<file path="src/rtl/cop_pkg.sv">
// Package for the OOK pulse decoder: payload words, config and phase types,
// symbol codes, frame patterns and the tolerance compare. No dependencies.
`default_nettype none
package cop_pkg;

	localparam int DUR_W   = 19;
	localparam int UNIT_W  = 12;
	localparam int TOL_W   = 11;
	localparam int MINS_W  = 5;
	localparam int CNT_W   = 6;
	localparam int KEY_W   = 9;
	localparam int NBITS_W = 4;
	localparam int CFG_W   = 12;
	localparam int ADDR_W  = 2;
	// Only the low eleven symbols are ever examined by the frame check.
	localparam int SHIFT_W = 44;

	localparam logic [CNT_W-1:0] CNT_MAX = '1;

	localparam logic [3:0] SYM_STOP = 4'b0001;
	localparam logic [3:0] SYM_ONE  = 4'b0011;
	localparam logic [3:0] SYM_ZERO = 4'b0111;

	localparam logic [SHIFT_W-1:0] PAT7_MASK = 44'hF000000FF0F;
	localparam logic [SHIFT_W-1:0] PAT7_VAL  = 44'h10000001101;
	localparam logic [SHIFT_W-1:0] PAT8_MASK = 44'h0F00000F00F;
	localparam logic [SHIFT_W-1:0] PAT8_VAL  = 44'h01000001001;
	localparam logic [SHIFT_W-1:0] PAT9_MASK = 44'hF000000000F;
	localparam logic [SHIFT_W-1:0] PAT9_VAL  = 44'h10000000001;

	localparam logic [NBITS_W-1:0] NBITS_7 = 4'd7;
	localparam logic [NBITS_W-1:0] NBITS_8 = 4'd8;
	localparam logic [NBITS_W-1:0] NBITS_9 = 4'd9;

	localparam logic [DUR_W-1:0] SYNC_UNITS = 19'd39;
	localparam logic [DUR_W-1:0] SYNC_TOLS  = 19'd20;
	localparam logic [DUR_W-1:0] END_UNITS  = 19'd5;

	typedef enum logic [ADDR_W-1:0] {
		REG_UNIT_TIME   = 2'd0,
		REG_TOLERANCE   = 2'd1,
		REG_MIN_SYMBOLS = 2'd2,
		REG_NONE        = 2'd3
	} reg_idx_t;

	typedef enum logic [1:0] {
		PH_HUNT  = 2'd0,
		PH_START = 2'd1,
		PH_GAP   = 2'd2,
		PH_HIGH  = 2'd3
	} phase_t;

	typedef struct packed {
		logic             pulse_level;
		logic [DUR_W-1:0] pulse_duration;
	} pulse_t;

	typedef struct packed {
		logic [KEY_W-1:0]   decoded_key;
		logic [NBITS_W-1:0] key_bits;
	} key_t;

	typedef struct packed {
		logic [UNIT_W-1:0] unit_time;
		logic [TOL_W-1:0]  tolerance;
	} timing_t;

	typedef struct packed {
		logic frame_end;
	} cls_stat_t;

	// |d - nom| < tol
	function automatic logic near_to(input logic [DUR_W-1:0] d,
			input logic [DUR_W-1:0] nom, input logic [DUR_W-1:0] tol);
		logic [DUR_W-1:0] diff;
		diff = (d > nom) ? (d - nom) : (nom - d);
		return diff < tol;
	endfunction

endpackage
`default_nettype wire

</file>
<file path="src/rtl/cop_classify.sv">
// Pulse classifier: phase FSM, symbol shift register, symbol count, last gap.
// Depends on cop_pkg.
`default_nettype none
module cop_classify
	import cop_pkg::*;
(
	input  wire logic                 clk,
	input  wire logic                 arst_n,
	input  wire logic                 step,
	input  wire pulse_t               pulse,
	input  wire timing_t              timing,
	output cls_stat_t                 stat,
	output logic      [SHIFT_W-1:0]   shift,
	output logic      [CNT_W-1:0]     count
);

	phase_t             phase_q, phase_d;
	logic [SHIFT_W-1:0] shift_q;
	logic [CNT_W-1:0]   count_q;
	logic [DUR_W-1:0]   last_gap_q;

	logic [DUR_W-1:0] u1, u2, u3, u5, u39, t1, t20, d;
	logic             hi, m_sync, m_start, m_end;
	logic             m_stop, m_one, m_zero;

	// action flags
	logic             do_push, do_clear, do_save;
	logic [3:0]       sym;

	always_comb begin
		d      = pulse.pulse_duration;
		hi     = pulse.pulse_level;
		u1     = DUR_W'(timing.unit_time);
		u2     = u1 << 1;
		u3     = u2 + u1;
		u5     = u1 * END_UNITS;
		u39    = u1 * SYNC_UNITS;
		t1     = DUR_W'(timing.tolerance);
		t20    = t1 * SYNC_TOLS;
		m_sync  = near_to(d, u39, t20);
		m_start = near_to(d, u1, t1);
		m_end   = d > u5;
		m_stop  = near_to(last_gap_q, u3, t1) && near_to(d, u1, t1);
		m_one   = near_to(last_gap_q, u2, t1) && near_to(d, u2, t1);
		m_zero  = near_to(last_gap_q, u1, t1) && near_to(d, u3, t1);
	end

	// next phase
	always_comb begin
		unique case (phase_q)
			PH_HUNT:  phase_d = (!hi && m_sync) ? PH_START : PH_HUNT;
			PH_START: phase_d = (hi && m_start) ? PH_GAP : PH_HUNT;
			PH_GAP:   phase_d = (hi || m_end) ? PH_HUNT : PH_HIGH;
			PH_HIGH:  phase_d = (hi && (m_stop || m_one || m_zero)) ? PH_GAP : PH_HUNT;
			default:  phase_d = PH_HUNT;
		endcase
	end

	// actions
	always_comb begin
		do_push        = 1'b0;
		do_clear       = 1'b0;
		do_save        = 1'b0;
		stat.frame_end = 1'b0;
		sym            = SYM_STOP;
		unique case (phase_q)
			PH_START: begin
				do_clear = hi && m_start;
				do_push  = hi && m_start;
			end
			PH_GAP: begin
				stat.frame_end = !hi && m_end;
				do_save        = !hi && !m_end;
			end
			PH_HIGH: begin
				do_push = hi && (m_stop || m_one || m_zero);
				priority if (m_stop) sym = SYM_STOP;
				else if (m_one)      sym = SYM_ONE;
				else                 sym = SYM_ZERO;
			end
			default: ;
		endcase
	end

	always_ff @(posedge clk or negedge arst_n) begin
		if (!arst_n) begin
			phase_q    <= PH_HUNT;
			shift_q    <= '0;
			count_q    <= '0;
			last_gap_q <= '0;
		end else if (step) begin
			phase_q <= phase_d;
			if (do_save)
				last_gap_q <= d;
			if (do_push) begin
				if (do_clear) begin
					shift_q <= SHIFT_W'(sym);
					count_q <= CNT_W'(1);
				end else begin
					shift_q <= {shift_q[SHIFT_W-5:0], sym};
					if (count_q != CNT_MAX)
						count_q <= count_q + CNT_W'(1);
				end
			end
		end
	end

	assign shift = shift_q;
	assign count = count_q;

endmodule
`default_nettype wire

</file>
<file path="src/rtl/cop_frame_decode.sv">
// Frame check: symbol count, pattern match and nibble-to-key decode.
// Depends on cop_pkg.
`default_nettype none
module cop_frame_decode
	import cop_pkg::*;
(
	input  wire logic [SHIFT_W-1:0] shift,
	input  wire logic [CNT_W-1:0]   count,
	input  wire logic [MINS_W-1:0]  min_symbols,
	output logic                    hit,
	output key_t                    key
);

	logic [SHIFT_W-1:0] s, nib;
	logic [NBITS_W-1:0] n;
	logic [KEY_W-1:0]   k;
	logic               matched, ok;
	logic [3:0]         c;

	always_comb begin
		matched = 1'b1;
		n       = NBITS_9;
		s       = shift;
		nib     = '0;
		priority if ((shift & PAT7_MASK) == PAT7_VAL) begin
			n   = NBITS_7;
			s   = shift & ~PAT7_MASK;
			nib = (s >> 12) | ((s >> 4) & SHIFT_W'(4'hF));
		end else if ((shift & PAT8_MASK) == PAT8_VAL) begin
			n   = NBITS_8;
			s   = shift & ~PAT8_MASK;
			nib = (s >> 4) | (SHIFT_W'(SYM_ZERO) << 8);
		end else if ((shift & PAT9_MASK) == PAT9_VAL) begin
			n   = NBITS_9;
			s   = shift & ~PAT9_MASK;
			nib = s >> 4;
		end else begin
			matched = 1'b0;
		end

		// nine independent nibble checks
		ok = 1'b1;
		k  = '0;
		for (int i = 0; i < KEY_W; i++) begin
			c = nib[4*i +: 4];
			if (NBITS_W'(i) < n) begin
				if (c == SYM_ONE)
					k[i] = 1'b1;
				else if (c != SYM_ZERO)
					ok = 1'b0;
			end
		end

		hit             = matched && ok && (count >= CNT_W'(min_symbols));
		key.decoded_key = k;
		key.key_bits    = n;
	end

endmodule
`default_nettype wire

</file>
<file path="src/rtl/chamberlain_ook_pulse_decoder.sv">
// OOK pulse decoder, top level. Depends on cop_pkg, cop_classify, cop_frame_decode.
// Path: the frame-ending gap is held in the input register, and the key word is then
// loaded into the result register once that register can take a new word (input, result reg).
// Throughput: one pulse word per cycle unless a full result register waits on out_ready;
// the single pass through the phase logic sits between the input register and the result register.
// Reset (arst_n low, asynchronous): hunting for sync, registers at defaults.
`default_nettype none
module chamberlain_ook_pulse_decoder
	import cop_pkg::*;
(
	input  wire logic              clk,
	input  wire logic              arst_n,
	// pulse words in
	input  wire logic              in_valid,
	output logic                   in_ready,
	input  wire pulse_t            in_data,
	// key words out
	output logic                   out_valid,
	input  wire logic              out_ready,
	output key_t                   out_data,
	// configuration writes
	input  wire logic              cfg_we,
	input  wire logic [ADDR_W-1:0] cfg_addr,
	input  wire logic [CFG_W-1:0]  cfg_wdata
);

	// configuration registers
	logic [UNIT_W-1:0] unit_time_q;
	logic [TOL_W-1:0]  tolerance_q;
	logic [MINS_W-1:0] min_symbols_q;

	always_ff @(posedge clk or negedge arst_n) begin
		if (!arst_n) begin
			unit_time_q   <= UNIT_W'(1000);
			tolerance_q   <= TOL_W'(200);
			min_symbols_q <= MINS_W'(10);
		end else if (cfg_we) begin
			unique case (reg_idx_t'(cfg_addr))
				REG_UNIT_TIME:   unit_time_q   <= cfg_wdata[UNIT_W-1:0];
				REG_TOLERANCE:   tolerance_q   <= cfg_wdata[TOL_W-1:0];
				REG_MIN_SYMBOLS: min_symbols_q <= cfg_wdata[MINS_W-1:0];
				default: ;
			endcase
		end
	end

	// input register: the word is processed while it sits here, and the
	// stage drains whenever the result register can take a new word
	logic   in_valid_s1;
	pulse_t in_s1;
	logic   out_free, advance;

	assign out_free = !out_valid || out_ready;
	assign advance  = in_valid_s1 && out_free;
	assign in_ready = !in_valid_s1 || advance;

	always_ff @(posedge clk or negedge arst_n) begin
		if (!arst_n)
			in_valid_s1 <= 1'b0;
		else if (in_ready)
			in_valid_s1 <= in_valid;
	end

	always_ff @(posedge clk) begin
		if (in_valid && in_ready)
			in_s1 <= in_data;
	end

	// phase machine and symbol store
	timing_t            timing;
	cls_stat_t          stat;
	logic [SHIFT_W-1:0] shift;
	logic [CNT_W-1:0]   count;

	assign timing.unit_time = unit_time_q;
	assign timing.tolerance = tolerance_q;

	cop_classify u_classify (
		.clk    (clk),
		.arst_n (arst_n),
		.step   (advance),
		.pulse  (in_s1),
		.timing (timing),
		.stat   (stat),
		.shift  (shift),
		.count  (count)
	);

	// frame check runs on the stored symbols; used only on a frame end
	logic hit;
	key_t key;

	cop_frame_decode u_frame_decode (
		.shift       (shift),
		.count       (count),
		.min_symbols (min_symbols_q),
		.hit         (hit),
		.key         (key)
	);

	// result register
	logic res_valid_q;
	key_t res_q;

	always_ff @(posedge clk or negedge arst_n) begin
		if (!arst_n)
			res_valid_q <= 1'b0;
		else if (out_free)
			res_valid_q <= advance && stat.frame_end && hit;
	end

	always_ff @(posedge clk) begin
		if (advance && stat.frame_end && hit)
			res_q <= key;
	end

	assign out_valid = res_valid_q;
	assign out_data  = res_q;

endmodule
`default_nettype wire
</file>
<file path="config.mk">
export PLATFORM = sky130hd
export DESIGN_NAME = chamberlain_ook_pulse_decoder
export DESIGN_NICKNAME = d
export VERILOG_FILES = /design/src/rtl/cop_pkg.sv /design/src/rtl/cop_classify.sv /design/src/rtl/cop_frame_decode.sv /design/src/rtl/chamberlain_ook_pulse_decoder.sv
export SDC_FILE = /design/constraint.sdc
export NUM_CORES = 1
export LEC_CHECK = 0
export ABC_AREA = 1
export BUFFER_PORTS_ARGS = -buffer_cell sky130_fd_sc_hd__buf_2
export CORE_MARGIN = 4
export CORE_UTILIZATION = 65
export CTS_CLUSTER_DIAMETER = 50
export DETAILED_ROUTE_END_ITERATION = 7
export PLACE_DENSITY = 0.82
export SLEW_MARGIN = 20
export SYNTH_ARGS = -nofsm -noshare
export SYNTH_HDL_FRONTEND = slang
export SYNTH_SLANG_ARGS = --single-unit
</file>
<file path="constraint.sdc">
create_clock -name clk -period 9.07 [get_ports clk]
set_clock_uncertainty 0.1 [all_clocks]
set_input_delay 1.3605 -clock clk [delete_from_list [all_inputs] [get_ports clk]]
set_output_delay 1.3605 -clock clk [all_outputs]
set_load 0.005 [all_outputs]
</file>
==> out/results.tsv <==
metric	value	unit
worst r2r src	unit_time_q[1]	
post-synth top area share	20.08	%
Critical-path top delay cell	dfrtp_1	
vias in the first global route	23040	
run status	complete, no violations	
worst hold path class	flop to flop	
Slew headroom	14.26	%
CTS tree	built	
Pre-antenna DRT Iters	6	
Max-cap violations	0	
initial antenna violation count	1	
family with the most delay on the worst path	simple AND/OR/NAND/NOR gates	
routability-driven placement congestion ratio	1.111	
Residual DRC	0	
r2r setup slk	620	ps
top routing layer in use	met5	
Routed WL per cell	22.28	um
Pwr Density	311.1	mW/mm^2
Crit Path Category	flop to flop	
Static Leak	0.01235	uW
Post-CTS Hold Buffers	0	
Critical Path AT	8670	ps
Avg Inst Size Synth	6.521	sq um
WL final	84.83	mm
first-pass GRT wire length	128.4	mm
M1 WL	30.48	mm
ranking of synthesized cells by area	ha_1, nand2_1, dfrtp_1, inv_1, a21oi_1	
dpl ws	617.6	ps
DR vias	23860	
Critical path destination	u_classify.shift[34]	
period utilization	93.17	%
fill count	2863	
Synth top cells by count	nand2_1, inv_1, ha_1	
largest area contributor in the netlist	ha_1	
Area Overhead vs Synth	5.514	%
CTS resizes	0	
H-tree Lvls	4	
Setup TNS	0	ps
Worst Reg-to-Reg Cells	42	
startpoint types	flop	
RSZ-0062 raised after global routing	no	
Starting Density	66.13	%
Worst Tran Pin Value	1273	ps
layout cell share with drive strength beyond 1	7.935	%
Final Hold Fails	0	
final core occ	69.77	%
root buffer cell	clkbuf_16	
Crit path required time	9290	ps
Final setup violation count	0	
vias per cell	6.267	
Critical Path Start	unit_time_q[1]	
dpl cell area	0.02224	sq mm
largest net degree at the start of global routing	64	
io pins	54	
syn nets	3736	
dpl hpwl	67.24	mm
Core Region	0.03270	sq mm
Netlist cell types	63	
CP most frequent cell	nand2_1	
cts bufs inserted	17	
register area share after synthesis	14.92	%
EDFF count, synth	32	
Initial DRC Count	3183	
die height	190.4	um
Buffers on Ports	53	
clk_lat worst skew	480	ps
Tmin final	8450	ps
Max Slew Vio Count	0	
Synth Instances	3316	
postcts setup bufs	0	
Reg clk slew, reported paths	60	ps
Buf+Inv Stages, Crit Path	5	
yosys synthesis warning count	0	
die area	0.03625	sq mm
DR WL met2	35.44	mm
worst setup margin	619.9	ps
Row Count	66	
synthesized flop and latch total	122	
critical path endpoint category	flop	
R2R Path End	u_classify.shift[34]	
Peak Freq	118.3	MHz
Post-synth ARST share	73.77	%
Mapped Area	0.02162	sq mm
CP max stage delay	680	ps
global-route usage over all layers	45.91	%
most common cell in the synthesized netlist	nand2_1	
GRT overflow	0	
WP depth	42	
CTS max path bufs	2	
WL met3	10.36	mm
clk sinks	122	
top_reg_cell synth	dfrtp_1	
final net count	3772	
Max Fanout on Critical Path	63	
Die Wd	190.4	um
post-route antenna net violation count	0	
Max VDD drop	0.4422	mV
post-route cell area	0.02282	sq mm
## power by group
| group | switching, uW | internal [uW] |
|---|---|---|
| sequential | 65.5 | 598 |
| clock | 336 | 383 |
| combinational | 3740 | 1970 |
| total | 4140 | 2950 |
## flip-flops by register name (all words and copies together), names as in the netlist, 2 cells and up
name / flops
u_classify.phase_q: 2
u_classify.count: 6
min_symbols_q: 5
u_classify.last_gap_q: 19
u_classify.shift: 33
out_data: 12
tolerance_q: 11
unit_time_q: 12
in_s1: 20
## routing by layer
layer	vias up	GRT usage, %
met5	-	0
met4	2	35.86
met3	470	11.61
met2	1681	70.22
met1	10860	55.04
li1	10850	-
## how the worst min path moves through the flow
stage | from | depth (start not counted) | slack (ps) | end
2_1_floorplan | u_classify.shift[0] | 2 | 350 | u_classify.shift[0]
3_3_place_gp | u_classify.shift[0] | 2 | 360 | u_classify.shift[0]
3_5_place_dp | u_classify.shift[0] | 2 | 380 | u_classify.shift[0]
4_1_cts | u_classify.shift[0] | 2 | 390 | u_classify.shift[0]
5_1_grt | u_classify.shift[0] | 2 | 420 | u_classify.shift[0]
6_report | u_classify.shift[42] | 2 | 390 | u_classify.shift[42]
## cell families (layout without fill, tap and decap cells)
family,after synthesis,count (layout),share of synthesized area [%]
adders and majority gates,381,381,23.23
other,0,1,0
xor gates and xnor gates,130,130,5.265
and+or+nand+nor,1455,1455,28.96
buffers and inverters,593,642,10.87
muxes,8,8,0.3703
AOI/OAI and AO/OA,627,627,16.39
DFF,122,122,14.92
## cell type report
cell class | count | area, sq um | share of cell area [%]
Antenna cell | 1 | 2.502 | 0.01097
Clock buffer | 18 | 429.2 | 1.881
Clock inverter | 14 | 135.1 | 0.5922
Inverter | 543 | 2039 | 8.938
Multi-Input combinational cell | 2601 | 16060 | 70.38
Sequential cell | 122 | 3227 | 14.14
Tap cell | 442 | 553.0 | 2.424
Timing Repair Buffer | 67 | 372.9 | 1.634
## worst min-delay path: stages, from the launching register on
cell     delay [ps]
dfrtp_1         340
nand2_1          70
o21ai_2          50
## cells in the final DEF (no fill, tap or decap), types with 13 or more instances in the layout
cell type,count
buf_4,15
nor3_1,30
a21o_1,17
dfrtp_1,79
o21ai_2,31
o21ai_0,210
fa_1,34
nor2_1,210
nand2_2,46
ha_1,347
nand4_1,45
nand3_1,164
edfxtp_1,32
xor2_1,90
xnor2_1,40
inv_2,31
inv_1,510
o21ai_1,13
a21oi_1,262
o21bai_1,25
clkbuf_16,17
buf_2,52
nand2_1,892
## through the flow
step	power [uW]	hold WS [ps]	cells
3_5_place_dp	6122	377.1	3775
5_1_grt	7693	420.1	3807
3_3_place_gp	5995	363.6	3775
2_1_floorplan	4591	347.1	3316
6_report	7097	393.2	3808
4_1_cts	6877	391.7	3807
Power figures use the tool's default switching activity.
